$ cat src/rtl/rcsd_pkg.sv
package rcsd_pkg;

   localparam int CH_W     = 11;
   localparam int SPD_W    = 12;
   localparam int OUT_W    = 13;
   localparam int PULSE_W  = 11;
   localparam int TRIG_W   = 10;
   localparam int SW_W     = 2;
   localparam int CSR_IDX_W  = 3;
   localparam int CSR_DATA_W = 12;

   localparam int CHANNEL_MID = 1024;
   localparam int CHANNEL_MIN = 364;
   localparam int CHANNEL_MAX = 1684;

   localparam logic [CH_W-1:0] HI_EDGE = CH_W'(CHANNEL_MID + 2);
   localparam logic [CH_W-1:0] LO_EDGE = CH_W'(CHANNEL_MID - 2);

   localparam int GUARD_CENTER = 1024;
   localparam int GUARD_SPAN   = 60;
   localparam logic [CH_W-1:0] GUARD_LO = CH_W'(GUARD_CENTER - GUARD_SPAN);
   localparam logic [CH_W-1:0] GUARD_HI = CH_W'(GUARD_CENTER + GUARD_SPAN);

   localparam int POS_DEN_RAW = CHANNEL_MAX - (CHANNEL_MID + 2);
   localparam int NEG_DEN_RAW = (CHANNEL_MID - 2) - CHANNEL_MIN;
   localparam int POS_DEN = (POS_DEN_RAW > 0) ? POS_DEN_RAW : 1;
   localparam int NEG_DEN = (NEG_DEN_RAW > 0) ? NEG_DEN_RAW : 1;
   localparam int DEN_W   = CH_W;

   // quotient estimate by reciprocal, low by at most one
   localparam int RECIP_SHIFT = 32;
   localparam int RECIP_W     = RECIP_SHIFT + 1;
   localparam longint unsigned POS_RECIP = (64'd1 << RECIP_SHIFT) / POS_DEN;
   localparam longint unsigned NEG_RECIP = (64'd1 << RECIP_SHIFT) / NEG_DEN;

   localparam int P_W    = CH_W + SPD_W;
   localparam int WIDE_W = P_W + RECIP_W;
   localparam int REM_W  = P_W + DEN_W;

   localparam logic [PULSE_W-1:0] PULSE_NEUTRAL   = PULSE_W'(1500);
   localparam logic [SPD_W-1:0]   PITCH_UP_SPAN   = SPD_W'(210);
   localparam logic [SPD_W-1:0]   PITCH_DOWN_SPAN = SPD_W'(105);
   localparam logic [TRIG_W-1:0]  TRIG_ON         = TRIG_W'(1000);
   localparam logic [TRIG_W-1:0]  TRIG_OFF        = TRIG_W'(0);
   localparam logic [PULSE_W-1:0] FRICTION_SLOW   = PULSE_W'(1000);
   localparam logic [PULSE_W-1:0] FRICTION_FAST   = PULSE_W'(1500);

   typedef enum logic [SW_W-1:0] {
      SW_HOLD = 2'd0,
      SW_POS1 = 2'd1,
      SW_POS2 = 2'd2,
      SW_POS3 = 2'd3
   } switch_type;

   typedef enum logic [CSR_IDX_W-1:0] {
      CSR_REMOTE_SOURCE    = 3'd0,
      CSR_MODE_WINDOW_LOW  = 3'd1,
      CSR_MODE_WINDOW_HIGH = 3'd2,
      CSR_STOP_WINDOW_LOW  = 3'd3,
      CSR_STOP_WINDOW_HIGH = 3'd4,
      CSR_MAX_LINEAR       = 3'd5,
      CSR_MAX_ROTATIONAL   = 3'd6
   } csr_index_type;

   typedef struct packed {
      logic       stop;
      logic       guard;
      switch_type sw;
   } frame_type;

   typedef struct packed {
      logic load2;
      logic load3;
   } lane_ctl_type;

   function automatic logic signed [OUT_W-1:0] to_speed(input logic [SPD_W-1:0] mag,
                                                          input logic negate);
      logic signed [OUT_W-1:0] v;
      v = signed'({1'b0, mag});
      return negate ? -v : v;
   endfunction

endpackage

$ cat src/rtl/rcsd_front.sv
module rcsd_front (
   input  logic                        clock,
   input  logic                        reset,
   input  logic                        accept,
   input  logic                        load,
   input  logic [rcsd_pkg::CH_W-1:0]   mode_channel,
   input  logic [rcsd_pkg::CH_W-1:0]   stop_channel,
   input  logic [rcsd_pkg::CH_W-1:0]   x_channel,
   input  logic [rcsd_pkg::CH_W-1:0]   y_channel,
   input  logic [rcsd_pkg::CH_W-1:0]   pitch_channel,
   input  logic [rcsd_pkg::CH_W-1:0]   rotation_channel,
   input  logic [rcsd_pkg::SW_W-1:0]   trigger_switch,
   input  logic [rcsd_pkg::CH_W-1:0]   mode_window_low,
   input  logic [rcsd_pkg::CH_W-1:0]   mode_window_high,
   input  logic [rcsd_pkg::CH_W-1:0]   stop_window_low,
   input  logic [rcsd_pkg::CH_W-1:0]   stop_window_high,
   output logic                        s1_valid,
   output rcsd_pkg::frame_type         s1_frame,
   output logic [rcsd_pkg::CH_W-1:0]   s1_x,
   output logic [rcsd_pkg::CH_W-1:0]   s1_y,
   output logic [rcsd_pkg::CH_W-1:0]   s1_pitch,
   output logic [rcsd_pkg::CH_W-1:0]   s1_rotation
);

   logic                      valid_ff;
   logic                      valid_in;
   logic                      in_window;
   rcsd_pkg::frame_type       frame_ff;
   rcsd_pkg::frame_type       frame_in;
   logic [rcsd_pkg::CH_W-1:0] x_ff;
   logic [rcsd_pkg::CH_W-1:0] y_ff;
   logic [rcsd_pkg::CH_W-1:0] pitch_ff;
   logic [rcsd_pkg::CH_W-1:0] rotation_ff;

   always_comb begin
      in_window      = (mode_channel > mode_window_low) && (mode_channel < mode_window_high);
      valid_in       = accept && in_window;
      frame_in.stop  = (stop_channel >= stop_window_low) && (stop_channel <= stop_window_high);
      frame_in.guard = (pitch_channel < rcsd_pkg::GUARD_LO) ||
                       (pitch_channel > rcsd_pkg::GUARD_HI);
      frame_in.sw    = rcsd_pkg::switch_type'(trigger_switch);
   end

   always_ff @(posedge clock) begin
      if (reset) begin
         valid_ff <= 1'b0;
      end else if (load) begin
         valid_ff <= valid_in;
      end
   end

   always_ff @(posedge clock) begin
      if (load) begin
         frame_ff    <= frame_in;
         x_ff        <= x_channel;
         y_ff        <= y_channel;
         pitch_ff    <= pitch_channel;
         rotation_ff <= rotation_channel;
      end
   end

   assign s1_valid    = valid_ff;
   assign s1_frame    = frame_ff;
   assign s1_x        = x_ff;
   assign s1_y        = y_ff;
   assign s1_pitch    = pitch_ff;
   assign s1_rotation = rotation_ff;

endmodule

$ cat src/rtl/rcsd_lane.sv
module rcsd_lane (
   input  logic                        clock,
   input  rcsd_pkg::lane_ctl_type      ctl,
   input  logic [rcsd_pkg::CH_W-1:0]   channel,
   input  logic [rcsd_pkg::SPD_W-1:0]  span,
   output logic [rcsd_pkg::SPD_W-1:0]  mag,
   output logic                        neg
);

   logic                          pos_side;
   logic                          neg_side;
   logic [rcsd_pkg::CH_W-1:0]     dev;
   logic [rcsd_pkg::P_W-1:0]      prod_in;
   logic [rcsd_pkg::P_W-1:0]      prod_ff;
   logic                          neg_ff;
   logic [rcsd_pkg::SPD_W-1:0]    span_ff;
   logic [rcsd_pkg::RECIP_W-1:0]  recip;
   logic [rcsd_pkg::WIDE_W-1:0]   wide;
   logic [rcsd_pkg::P_W-1:0]      est_in;
   logic [rcsd_pkg::P_W-1:0]      est_ff;
   logic [rcsd_pkg::P_W-1:0]      prod3_ff;
   logic                          neg3_ff;
   logic [rcsd_pkg::SPD_W-1:0]    span3_ff;
   logic [rcsd_pkg::DEN_W-1:0]    den;
   logic [rcsd_pkg::REM_W-1:0]    rem;
   logic [rcsd_pkg::P_W-1:0]      quot;

   // deadband and product
   always_comb begin
      pos_side = channel >= rcsd_pkg::HI_EDGE;
      neg_side = channel <= rcsd_pkg::LO_EDGE;
      if (pos_side) begin
         dev = channel - rcsd_pkg::HI_EDGE;
      end else if (neg_side) begin
         dev = rcsd_pkg::LO_EDGE - channel;
      end else begin
         dev = '0;
      end
      prod_in = rcsd_pkg::P_W'(dev) * rcsd_pkg::P_W'(span);
   end

   always_ff @(posedge clock) begin
      if (ctl.load2) begin
         prod_ff <= prod_in;
         neg_ff  <= neg_side;
         span_ff <= span;
      end
   end

   // quotient estimate
   always_comb begin
      recip  = neg_ff ? rcsd_pkg::RECIP_W'(rcsd_pkg::NEG_RECIP)
                      : rcsd_pkg::RECIP_W'(rcsd_pkg::POS_RECIP);
      wide   = rcsd_pkg::WIDE_W'(prod_ff) * rcsd_pkg::WIDE_W'(recip);
      est_in = wide[rcsd_pkg::RECIP_SHIFT +: rcsd_pkg::P_W];
   end

   always_ff @(posedge clock) begin
      if (ctl.load3) begin
         est_ff   <= est_in;
         prod3_ff <= prod_ff;
         neg3_ff  <= neg_ff;
         span3_ff <= span_ff;
      end
   end

   // correction and saturation
   always_comb begin
      den  = neg3_ff ? rcsd_pkg::DEN_W'(rcsd_pkg::NEG_DEN) : rcsd_pkg::DEN_W'(rcsd_pkg::POS_DEN);
      rem  = rcsd_pkg::REM_W'(prod3_ff) -
             rcsd_pkg::REM_W'(est_ff) * rcsd_pkg::REM_W'(den);
      quot = (rem >= rcsd_pkg::REM_W'(den)) ? est_ff + rcsd_pkg::P_W'(1) : est_ff;
      mag  = (quot > rcsd_pkg::P_W'(span3_ff)) ? span3_ff : quot[rcsd_pkg::SPD_W-1:0];
   end

   assign neg = neg3_ff;

endmodule

$ cat src/rtl/rc_stick_to_drive_command.sv
// rc_stick_to_drive_command
// maps one radio receiver frame per word into drive speed, gimbal pitch and
// shooter commands
// req channel: one frame per word (mode, stop, four sticks, trigger switch),
//   accepted on a clock edge with req_valid high and req_stall low
// rsp channel: one command word per frame whose mode channel lies inside the
//   mode window; frames outside it are consumed and give no word
// csr port: csr_write with csr_index and csr_data writes one register in a cycle
// path: a command word shows on rsp_valid once its frame has passed the input
//   register, product, quotient estimate and output register
// throughput: one frame per cycle while req_stall is low; the four stages move
//   independently, so empty stages close up and a frame is still taken while a word waits
// stall: rsp_stall holds the output word and fills the stages behind it;
//   req_stall rises only once all four are full
// reset: clears the pipeline, restores the register defaults and sets the
//   held pitch pulse to 1500, trigger speed to 0 and friction pulse to 1000
module rc_stick_to_drive_command (
   input  logic                                clock,
   input  logic                                reset,
   input  logic                                req_valid,
   output logic                                req_stall,
   input  logic [rcsd_pkg::CH_W-1:0]           req_mode_channel,
   input  logic [rcsd_pkg::CH_W-1:0]           req_stop_channel,
   input  logic [rcsd_pkg::CH_W-1:0]           req_x_channel,
   input  logic [rcsd_pkg::CH_W-1:0]           req_y_channel,
   input  logic [rcsd_pkg::CH_W-1:0]           req_pitch_channel,
   input  logic [rcsd_pkg::CH_W-1:0]           req_rotation_channel,
   input  logic [rcsd_pkg::SW_W-1:0]           req_trigger_switch,
   output logic                                rsp_valid,
   input  logic                                rsp_stall,
   output logic signed [rcsd_pkg::OUT_W-1:0]   rsp_x_speed,
   output logic signed [rcsd_pkg::OUT_W-1:0]   rsp_y_speed,
   output logic signed [rcsd_pkg::OUT_W-1:0]   rsp_rotation_speed,
   output logic [rcsd_pkg::PULSE_W-1:0]        rsp_pitch_pulse,
   output logic [rcsd_pkg::TRIG_W-1:0]         rsp_feed_speed,
   output logic [rcsd_pkg::PULSE_W-1:0]        rsp_friction_pulse,
   output logic                                rsp_friction_update,
   input  logic                                csr_write,
   input  logic [rcsd_pkg::CSR_IDX_W-1:0]      csr_index,
   input  logic [rcsd_pkg::CSR_DATA_W-1:0]     csr_data
);

   logic                         remote_source_ff;
   logic [rcsd_pkg::CH_W-1:0]    mode_low_ff;
   logic [rcsd_pkg::CH_W-1:0]    mode_high_ff;
   logic [rcsd_pkg::CH_W-1:0]    stop_low_ff;
   logic [rcsd_pkg::CH_W-1:0]    stop_high_ff;
   logic [rcsd_pkg::SPD_W-1:0]   max_lin_ff;
   logic [rcsd_pkg::SPD_W-1:0]   max_rot_ff;

   logic accept;
   logic out_move;
   logic s3_move;
   logic s2_move;
   logic s1_move;

   logic                       s1_valid;
   rcsd_pkg::frame_type        s1_frame;
   logic [rcsd_pkg::CH_W-1:0]  s1_x;
   logic [rcsd_pkg::CH_W-1:0]  s1_y;
   logic [rcsd_pkg::CH_W-1:0]  s1_pitch;
   logic [rcsd_pkg::CH_W-1:0]  s1_rotation;
   logic [rcsd_pkg::SPD_W-1:0] pitch_span;

   logic                  s2_valid_ff;
   logic                  s3_valid_ff;
   rcsd_pkg::frame_type   s2_frame_ff;
   rcsd_pkg::frame_type   s3_frame_ff;
   rcsd_pkg::lane_ctl_type lane_ctl;

   logic [rcsd_pkg::SPD_W-1:0] x_mag;
   logic [rcsd_pkg::SPD_W-1:0] y_mag;
   logic [rcsd_pkg::SPD_W-1:0] rot_mag;
   logic [rcsd_pkg::SPD_W-1:0] pitch_off;
   logic x_neg;
   logic y_neg;
   logic rot_neg;
   logic pitch_down;

   logic                                rsp_valid_ff;
   logic signed [rcsd_pkg::OUT_W-1:0]   x_speed_ff;
   logic signed [rcsd_pkg::OUT_W-1:0]   y_speed_ff;
   logic signed [rcsd_pkg::OUT_W-1:0]   rot_speed_ff;
   logic                                fupd_ff;
   logic signed [rcsd_pkg::OUT_W-1:0]   x_speed_in;
   logic signed [rcsd_pkg::OUT_W-1:0]   y_speed_in;
   logic signed [rcsd_pkg::OUT_W-1:0]   rot_speed_in;
   logic                                fupd_in;

   logic [rcsd_pkg::PULSE_W-1:0] held_pitch_ff;
   logic [rcsd_pkg::TRIG_W-1:0]  held_trig_ff;
   logic [rcsd_pkg::PULSE_W-1:0] held_fric_ff;
   logic [rcsd_pkg::PULSE_W-1:0] held_pitch_in;
   logic [rcsd_pkg::TRIG_W-1:0]  held_trig_in;
   logic [rcsd_pkg::PULSE_W-1:0] held_fric_in;

   // csr registers
   always_ff @(posedge clock) begin
      if (reset) begin
         remote_source_ff <= 1'b0;
         mode_low_ff      <= '0;
         mode_high_ff     <= rcsd_pkg::CH_W'(2047);
         stop_low_ff      <= '0;
         stop_high_ff     <= '0;
         max_lin_ff       <= rcsd_pkg::SPD_W'(1000);
         max_rot_ff       <= rcsd_pkg::SPD_W'(1000);
      end else if (csr_write) begin
         case (rcsd_pkg::csr_index_type'(csr_index))
            rcsd_pkg::CSR_REMOTE_SOURCE:    remote_source_ff <= csr_data[0];
            rcsd_pkg::CSR_MODE_WINDOW_LOW:  mode_low_ff  <= csr_data[rcsd_pkg::CH_W-1:0];
            rcsd_pkg::CSR_MODE_WINDOW_HIGH: mode_high_ff <= csr_data[rcsd_pkg::CH_W-1:0];
            rcsd_pkg::CSR_STOP_WINDOW_LOW:  stop_low_ff  <= csr_data[rcsd_pkg::CH_W-1:0];
            rcsd_pkg::CSR_STOP_WINDOW_HIGH: stop_high_ff <= csr_data[rcsd_pkg::CH_W-1:0];
            rcsd_pkg::CSR_MAX_LINEAR:       max_lin_ff   <= csr_data[rcsd_pkg::SPD_W-1:0];
            rcsd_pkg::CSR_MAX_ROTATIONAL:   max_rot_ff   <= csr_data[rcsd_pkg::SPD_W-1:0];
            default: ;
         endcase
      end
   end

   // stage flow
   always_comb begin
      out_move       = !rsp_valid_ff || !rsp_stall;
      s3_move        = !s3_valid_ff || out_move;
      s2_move        = !s2_valid_ff || s3_move;
      s1_move        = !s1_valid || s2_move;
      req_stall      = !s1_move;
      accept         = req_valid && s1_move;
      lane_ctl.load2 = s2_move;
      lane_ctl.load3 = s3_move;
   end

   rcsd_front u_front (
      .clock            (clock),
      .reset            (reset),
      .accept           (accept),
      .load             (s1_move),
      .mode_channel     (req_mode_channel),
      .stop_channel     (req_stop_channel),
      .x_channel        (req_x_channel),
      .y_channel        (req_y_channel),
      .pitch_channel    (req_pitch_channel),
      .rotation_channel (req_rotation_channel),
      .trigger_switch   (req_trigger_switch),
      .mode_window_low  (mode_low_ff),
      .mode_window_high (mode_high_ff),
      .stop_window_low  (stop_low_ff),
      .stop_window_high (stop_high_ff),
      .s1_valid         (s1_valid),
      .s1_frame         (s1_frame),
      .s1_x             (s1_x),
      .s1_y             (s1_y),
      .s1_pitch         (s1_pitch),
      .s1_rotation      (s1_rotation)
   );

   assign pitch_span = (s1_pitch >= rcsd_pkg::HI_EDGE) ? rcsd_pkg::PITCH_UP_SPAN
                                                       : rcsd_pkg::PITCH_DOWN_SPAN;

   rcsd_lane u_lane_x (
      .clock   (clock),
      .ctl     (lane_ctl),
      .channel (s1_x),
      .span    (max_lin_ff),
      .mag     (x_mag),
      .neg     (x_neg)
   );

   rcsd_lane u_lane_y (
      .clock   (clock),
      .ctl     (lane_ctl),
      .channel (s1_y),
      .span    (max_lin_ff),
      .mag     (y_mag),
      .neg     (y_neg)
   );

   rcsd_lane u_lane_rot (
      .clock   (clock),
      .ctl     (lane_ctl),
      .channel (s1_rotation),
      .span    (max_rot_ff),
      .mag     (rot_mag),
      .neg     (rot_neg)
   );

   rcsd_lane u_lane_pitch (
      .clock   (clock),
      .ctl     (lane_ctl),
      .channel (s1_pitch),
      .span    (pitch_span),
      .mag     (pitch_off),
      .neg     (pitch_down)
   );

   always_ff @(posedge clock) begin
      if (reset) begin
         s2_valid_ff <= 1'b0;
         s3_valid_ff <= 1'b0;
      end else begin
         if (s2_move) begin
            s2_valid_ff <= s1_valid;
         end
         if (s3_move) begin
            s3_valid_ff <= s2_valid_ff;
         end
      end
   end

   always_ff @(posedge clock) begin
      if (s2_move) begin
         s2_frame_ff <= s1_frame;
      end
      if (s3_move) begin
         s3_frame_ff <= s2_frame_ff;
      end
   end

   // result and held state
   always_comb begin
      x_speed_in    = '0;
      y_speed_in    = '0;
      rot_speed_in  = '0;
      fupd_in       = 1'b0;
      held_pitch_in = held_pitch_ff;
      held_trig_in  = held_trig_ff;
      held_fric_in  = held_fric_ff;
      if (!s3_frame_ff.stop) begin
         x_speed_in = rcsd_pkg::to_speed(x_mag, x_neg);
         y_speed_in = rcsd_pkg::to_speed(y_mag, y_neg ^ !remote_source_ff);
         if (!s3_frame_ff.guard) begin
            rot_speed_in = rcsd_pkg::to_speed(rot_mag, rot_neg ^ remote_source_ff);
         end
         held_pitch_in = pitch_down
            ? rcsd_pkg::PULSE_NEUTRAL + rcsd_pkg::PULSE_W'(pitch_off)
            : rcsd_pkg::PULSE_NEUTRAL - rcsd_pkg::PULSE_W'(pitch_off);
         case (s3_frame_ff.sw)
            rcsd_pkg::SW_POS1: begin
               held_trig_in = rcsd_pkg::TRIG_ON;
               held_fric_in = rcsd_pkg::FRICTION_SLOW;
               fupd_in      = 1'b1;
            end
            rcsd_pkg::SW_POS2: begin
               held_trig_in = rcsd_pkg::TRIG_ON;
               held_fric_in = rcsd_pkg::FRICTION_FAST;
               fupd_in      = 1'b1;
            end
            rcsd_pkg::SW_POS3: begin
               held_trig_in = rcsd_pkg::TRIG_OFF;
               held_fric_in = rcsd_pkg::FRICTION_SLOW;
               fupd_in      = 1'b1;
            end
            default: ;
         endcase
      end
   end

   always_ff @(posedge clock) begin
      if (reset) begin
         rsp_valid_ff  <= 1'b0;
         held_pitch_ff <= rcsd_pkg::PULSE_NEUTRAL;
         held_trig_ff  <= rcsd_pkg::TRIG_OFF;
         held_fric_ff  <= rcsd_pkg::FRICTION_SLOW;
      end else if (out_move) begin
         rsp_valid_ff <= s3_valid_ff;
         if (s3_valid_ff) begin
            held_pitch_ff <= held_pitch_in;
            held_trig_ff  <= held_trig_in;
            held_fric_ff  <= held_fric_in;
         end
      end
   end

   always_ff @(posedge clock) begin
      if (out_move && s3_valid_ff) begin
         x_speed_ff   <= x_speed_in;
         y_speed_ff   <= y_speed_in;
         rot_speed_ff <= rot_speed_in;
         fupd_ff      <= fupd_in;
      end
   end

   assign rsp_valid           = rsp_valid_ff;
   assign rsp_x_speed         = x_speed_ff;
   assign rsp_y_speed         = y_speed_ff;
   assign rsp_rotation_speed  = rot_speed_ff;
   assign rsp_pitch_pulse     = held_pitch_ff;
   assign rsp_feed_speed      = held_trig_ff;
   assign rsp_friction_pulse  = held_fric_ff;
   assign rsp_friction_update = fupd_ff;

endmodule

$ cat config.mk
export PLATFORM = sky130hd
export DESIGN_NAME = rc_stick_to_drive_command
export DESIGN_NICKNAME = d
export VERILOG_FILES = /design/src/rtl/rcsd_pkg.sv /design/src/rtl/rcsd_front.sv /design/src/rtl/rcsd_lane.sv /design/src/rtl/rc_stick_to_drive_command.sv
export SDC_FILE = /design/constraint.sdc
export NUM_CORES = 2
export LEC_CHECK = 0
export BUFFER_PORTS_ARGS = -buffer_cell sky130_fd_sc_hd__buf_4
export CORE_ASPECT_RATIO = 1.1
export CORE_MARGIN = 2
export CORE_UTILIZATION = 35
export CTS_CLUSTER_SIZE = 20
export DETAILED_ROUTE_END_ITERATION = 8
export GPL_TIMING_DRIVEN = 0
export PLACE_DENSITY = 0.5
export SLEW_MARGIN = 10
export SYNTH_ARGS = -nofsm -noshare
export SYNTH_HDL_FRONTEND = slang
export SYNTH_HIERARCHICAL = 1
export SYNTH_SLANG_ARGS = --single-unit
$ cat constraint.sdc
create_clock -name clock -period 11.7 [get_ports clock]
set_clock_uncertainty 0.2 [all_clocks]
set_input_delay 1.755 -clock clock [delete_from_list [all_inputs] [get_ports clock]]
set_output_delay 1.755 -clock clock [all_outputs]
set_load 0.03 [all_outputs]
Word level (Yosys, flattened, before mapping)
Cells that the tools add are included.
- magnitude comparators: 22
- $add $sub $neg: 21
- bitwise gates (word level): 6
- muxes and demuxes: 24
- equal/unequal tests: 9
- multiply operators: 12
- reductions and logical operators: 37
- operator list (cell ; count):
    23-bit by 23-bit multiplier with 46-bit output (second input constant) ; 4
    34-bit by 10-bit greater-or-equal comparator with 1-bit output (second input constant) ; 4
    23-bit by 34-bit subtractor with 34-bit output ; 4
    23-bit by 9-bit multiplier with 32-bit output (second input constant) ; 4
    11-bit two-way mux ; 10
    23-bit by 1-bit adder with 23-bit output (second input constant) ; 4
    23-bit by 12-bit greater-than comparator with 1-bit output ; 4
    23-bit two-way mux ; 4
    12-bit two-way mux ; 6
    11-bit by 12-bit multiplier with 23-bit output ; 3
    11-bit greater-or-equal comparator (second input constant) ; 4
    11-bit by 10-bit less-or-equal comparator with 1-bit output (second input constant) ; 4
    10-bit by 11-bit subtractor with 11-bit output (first input constant) ; 4
    11-bit subtractor (second input constant) ; 4
    12-bit negator with 13-bit output ; 3
    11-bit case mux with 2 select lines ; 1
    10-bit case mux with 2 select lines ; 1
    11-bit by 8-bit multiplier with 19-bit output ; 1
    2-bit AND reduction ; 7
    11-bit adder (first input constant) ; 1
    11-bit greater-or-equal comparator ; 1
    11-bit greater-than comparator ; 1
    11-bit greater-than comparator (second input constant) ; 1
    11-bit less-or-equal comparator ; 1
    other kinds (21) ; 50
- input bits: 88
- register bits: 557
- word-level logic and storage cells: 191
- output and inout bits: 74

Depth between registers and ports, before layout
- word-level depth: 8
- gate-level depth with buffers: 49
- gate-level depth less buffers: 46

Cells and area by module
The synthesis kept the hierarchy.
- modules (own cells, without submodules) (module ; cells each ; area an instance (sq um) ; times used ; sequential area each (sq um)):
    rcsd_lane at u_lane_y ; 1922 ; 18820.6 ; 1 ; 2552.4
    rcsd_lane at u_lane_pitch ; 1914 ; 18799.3 ; 1 ; 2552.4
    rcsd_lane at u_lane_rot ; 1896 ; 18799.3 ; 1 ; 2552.4
    rcsd_lane at u_lane_x ; 1899 ; 18656.6 ; 1 ; 2552.4
    rc_stick_to_drive_command ; 673 ; 5978.2 ; 1 ; 3163.0
    rcsd_front ; 211 ; 2597.5 ; 1 ; 1461.4

Worst setup path after synthesis
Ideal clock, no wire load.
- path kind: register -> register
- from: register u_lane_y/est_ff[1] in the netlist's numbering
- to: register y_speed_ff (netlist bit rsp_y_speed[11]) (data pin)
- buffers on the path: 2
- library setup time: 266 ps
- required time: 11234 ps
- period minus slack after synthesis: 10359 ps
- setup slack: 1341 ps
- arrival time: 9893 ps
- stages on the path, launching flop included: 47
- cells stage by stage: edfxtp_1 -> ha_1 -> inv_1 -> fa_1 -> inv_1 -> fa_1 -> ha_1 -> ha_1 -> o21ai_0 -> o21ai_1 -> a41o_1 -> o21a_1 -> o21a_1 -> o21a_1 -> o21ai_0 -> nand2b_1 -> a21oi_1 -> xor2_1 -> [11 not listed] -> ha_1 -> nor2b_1 -> o21a_1 -> o21a_1 -> o21a_1 -> o21ai_0 -> a211oi_1 -> o311ai_0 -> nand2_1 -> nor4_1 -> or2_4 -> buf_6 -> mux2_4 -> nor4_1 -> nand3_1 -> o41ai_1 -> xor2_1 -> nor2_1
- cells in the longest elaborated chain, start to end: 8
- elaborated cells between the ends (all ways): 9
- those cells by class: 3 x add/sub; 1 x mul; 2 x order compare; 3 x mux
- RTL lines (item ; line ; source):
    start: declaration ; rcsd_lane.sv:20 ; logic [rcsd_pkg::P_W-1:0] est_ff;
    start signal: assignment ; rcsd_lane.sv:60 ; est_ff <= est_in;
    23-bit by 9-bit multiplier with 32-bit output ; rcsd_lane.sv:71 ; rcsd_pkg::REM_W'(est_ff) * rcsd_pkg::REM_W'(den);
    23-bit by 34-bit subtractor with 34-bit output ; rcsd_lane.sv:70 ; rem = rcsd_pkg::REM_W'(prod3_ff) -
    34-bit by 10-bit greater-or-equal comparator with 1-bit output ; rcsd_lane.sv:72 ; quot = (rem >= rcsd_pkg::REM_W'(den)) ? est_ff + rcsd_pkg::P_W'(1) : est_ff;
    23-bit two-way mux * ; rcsd_lane.sv:72 ;
    23-bit by 12-bit greater-than comparator with 1-bit output ; rcsd_lane.sv:73 ; mag = (quot > rcsd_pkg::P_W'(span3_ff)) ? span3_ff : quot[rcsd_pkg::SPD_W-1:0];
    12-bit two-way mux * ; rcsd_lane.sv:73 ;
    via y_mag, one bit ; rc_stick_to_drive_command.sv:72 ; logic [rcsd_pkg::SPD_W-1:0] y_mag;
    12-bit negator with 13-bit output * ; rcsd_pkg.sv:80 ; return negate ? -v : v;
    12-bit two-way mux * ; rcsd_pkg.sv:80 ;
    end signal: assignment ; rc_stick_to_drive_command.sv:277 ; y_speed_ff <= y_speed_in;
    end: declaration ; rc_stick_to_drive_command.sv:82 ; logic signed [rcsd_pkg::OUT_W-1:0] y_speed_ff;
The timed path passes the listed nets; every way through them passes the cells marked *.
A chain may end at the register's enable or synchronous reset.

Worst setup path after layout
Same ends and word-level chain as after synthesis.

==> results.yml <==
layout:
  multiInputGateArea_sq_mm: 0.0617
  areaGrowthSynthToFinish_pct: 9.41
  final_core_util_pct: 38.4
  layout.nets: 11500
  postLayoutCellArea_sq_mm: 0.0915
  drive_above_1_share_pct: 5.14
  n_fill_cell: 23600
  register_area_sq_mm: 0.0148
critical_path:
  r2r_setup_slack_ns: 0.65
  critPathMaxStageDelay_ns: 0.50
  crit_path_frequent_cell: "ha_1"
  slowest_stage: "edfxtp_1"
  worstPathArrival_ns: 11.24
  crit_end: "rsp_y_speed[11]"
  r2r-start: "u_lane_y/est_ff[1]"
  start_kind: "flip-flop"
  r2r_cells: 44
  worstPathMaxFanout: 10
  end_kind: "flip-flop"
  crit_type: "reg -> reg"
  r2r_end: "rsp_y_speed[11]"
  cp.required_ns: 11.89
  startpoint: "u_lane_y/est_ff[1]"
timing:
  final-hold-violation-count: 0
  max_clock_freq_ghz: 0.0905
  period_needed_ns: 11.05
  finalSetupViolCount: 0
  rsz0062_at_grt: "yes"
  worst_slew_pin_slew_ns: 1.17
  slew_violations: 0
  slew_headroom_pct: 22.3
  finalCritPeriodShare_pct: 94.4
min_path:
  holdPathStages: 0
  hp-class: "reg -> reg"
floorplanning:
  core_area_sq_mm: 0.238
  die_y_um: 517
  die-width_um: 470
  dieArea_sq_mm: 0.243
  rows: 188
  initial_utilization_pct: 35.1
  io_pins: 162
detailed_routing:
  drc_errors: 0
  ant_nets: 0
  wl_per_cell_um: 18.1
  wirelength_um: 216000
  drt-initial-drc-count: 3087
  num_vias: 59300
  drtPass1Iterations: 6
  avgViaCountPerCell: 4.96
synthesis:
  post_synth.cell_area_avg_sq_um: 9.82
  syn_area_sq_mm: 0.0836
  yosys_warnings: 6
  synthCells: 8514
placement:
  dpl-instance-area_sq_mm: 0.0890
  dpl.hpwl_um: 183000
  port_buffers: 151
  place_congestion: 0.879
global_routing:
  antenna_found_initial: 9
  grt_max_degree: 112
  grt_overflow: 0
  grt_pass1_wl_um: 348000
  grt_usage_pct: 18.1
  grt_pass1_vias: 62500
outcome:
  status: "finished clean"
clocking:
  cts_buffer_depth: 3
  cts.sinks: 523
  cts_htree_levels: 3
  cts_tree: "yes"
  cts-root-buf: "clkbuf_16"
  path_clk_slew_ns: 0.06
  clk_latency_ns: 0.68
  cts_hold_repair.buffers: 0
  cts_buffers: 68
run:
  drv_cap: 0
==> metrics by stage <==
| step | setup slack, ns | TNS [ns] | std cells | hold slack, ns |
|---|---|---|---|---|
| global placement | -0.359 | -1.60 | 11800 | 0.200 |
| global route | -0.0479 | -0.0978 | 12000 | 0.195 |
| detailed placement | -0.340 | -1.53 | 11800 | 0.205 |
| finish | 0.652 | 0 | 12000 | 0.199 |
| floorplan | 1.34 | 0 | 8540 | 0.200 |
| CTS | 0.0661 | 0 | 12000 | 0.193 |
==> cell usage in the layout (no fill, tap or decap), types with 182 or more instances in the layout <==
cell type,n
edfxtp_1,436
o21ai_0,185
nand2_1,671
buf_4,182
inv_1,1709
and2_1,233
a21oi_1,364
xnor2_1,188
nor2_1,323
ha_1,1561
fa_1,1076
==> critical path, delay by kind of cell (launching register included) <==
family,cells,cell delay (ns)
AND/OR/NAND/NOR,16,2.88
multiplexers,2,0.73
flip-flops,1,0.50
XOR/XNOR,2,0.46
adder cells (fa/ha/maj),6,1.96
buffers and inverters,4,0.84
AO/OA/AOI/OAI,14,3.20
==> cell type report <==
class | instances | area share (%)
Antenna cell | 5 | 0.0137
Sequential cell | 523 | 16.2
Buffer | 206 | 1.01
Timing Repair Buffer | 169 | 1.51
Inverter | 1715 | 7.04
Clock buffer | 84 | 2.03
Clock inverter | 38 | 0.511
Tap cell | 3135 | 4.29
Multi-Input combinational cell | 6096 | 67.4
==> routing by layer <==
| metal | part of all wire [%] | track usage, % |
|---|---|---|
| met1 | 46 | 24.5 |
| met2 | 49 | 31.3 |
| met3 | 3.5 | 1.63 |
| met4 | 1.7 | 3.87 |
| met5 | 0 | 0 |
==> worst min path at each step <==
stage | startpoint | end | slack [ns]
final | u_lane_pitch/span_ff[4] | u_lane_pitch/span3_ff[4] | 0.20
after global routing | u_lane_pitch/span_ff[7] | u_lane_pitch/span3_ff[7] | 0.19
after CTS | u_lane_pitch/span_ff[7] | u_lane_pitch/span3_ff[7] | 0.19
after detailed placement | u_lane_rot/span_ff[10] | u_lane_rot/span3_ff[10] | 0.20
after global placement | u_lane_pitch/span_ff[6] | u_lane_pitch/span3_ff[6] | 0.20
after floorplan | u_front/s1_frame[0] | s2_frame_ff[0] | 0.20
==> repair_timing <==
action / 4_1_cts / 5_1_grt
endpoints found under the setup margin: 8 / 20
pin swaps: 0 / 8
setup buffers: 7 / 4
gates resized for setup: 4 / 18
hold endpoints to repair: 0 / 0
==> sequential cells by signal (all words and copies together), names as in the netlist, 22 cells and up <==
register and flops:
u_lane_x/prod3_ff 22, u_lane_x/prod_ff 23, u_lane_rot/prod3_ff 22, u_lane_pitch/prod_ff 23, u_lane_y/prod3_ff 22, u_lane_y/prod_ff 23, u_lane_pitch/prod3_ff 22, u_lane_rot/prod_ff 23
Power is left out: the tool's default activity adds up to more than one toggle a clock period on the data nets, which glitch-free logic cannot reach.
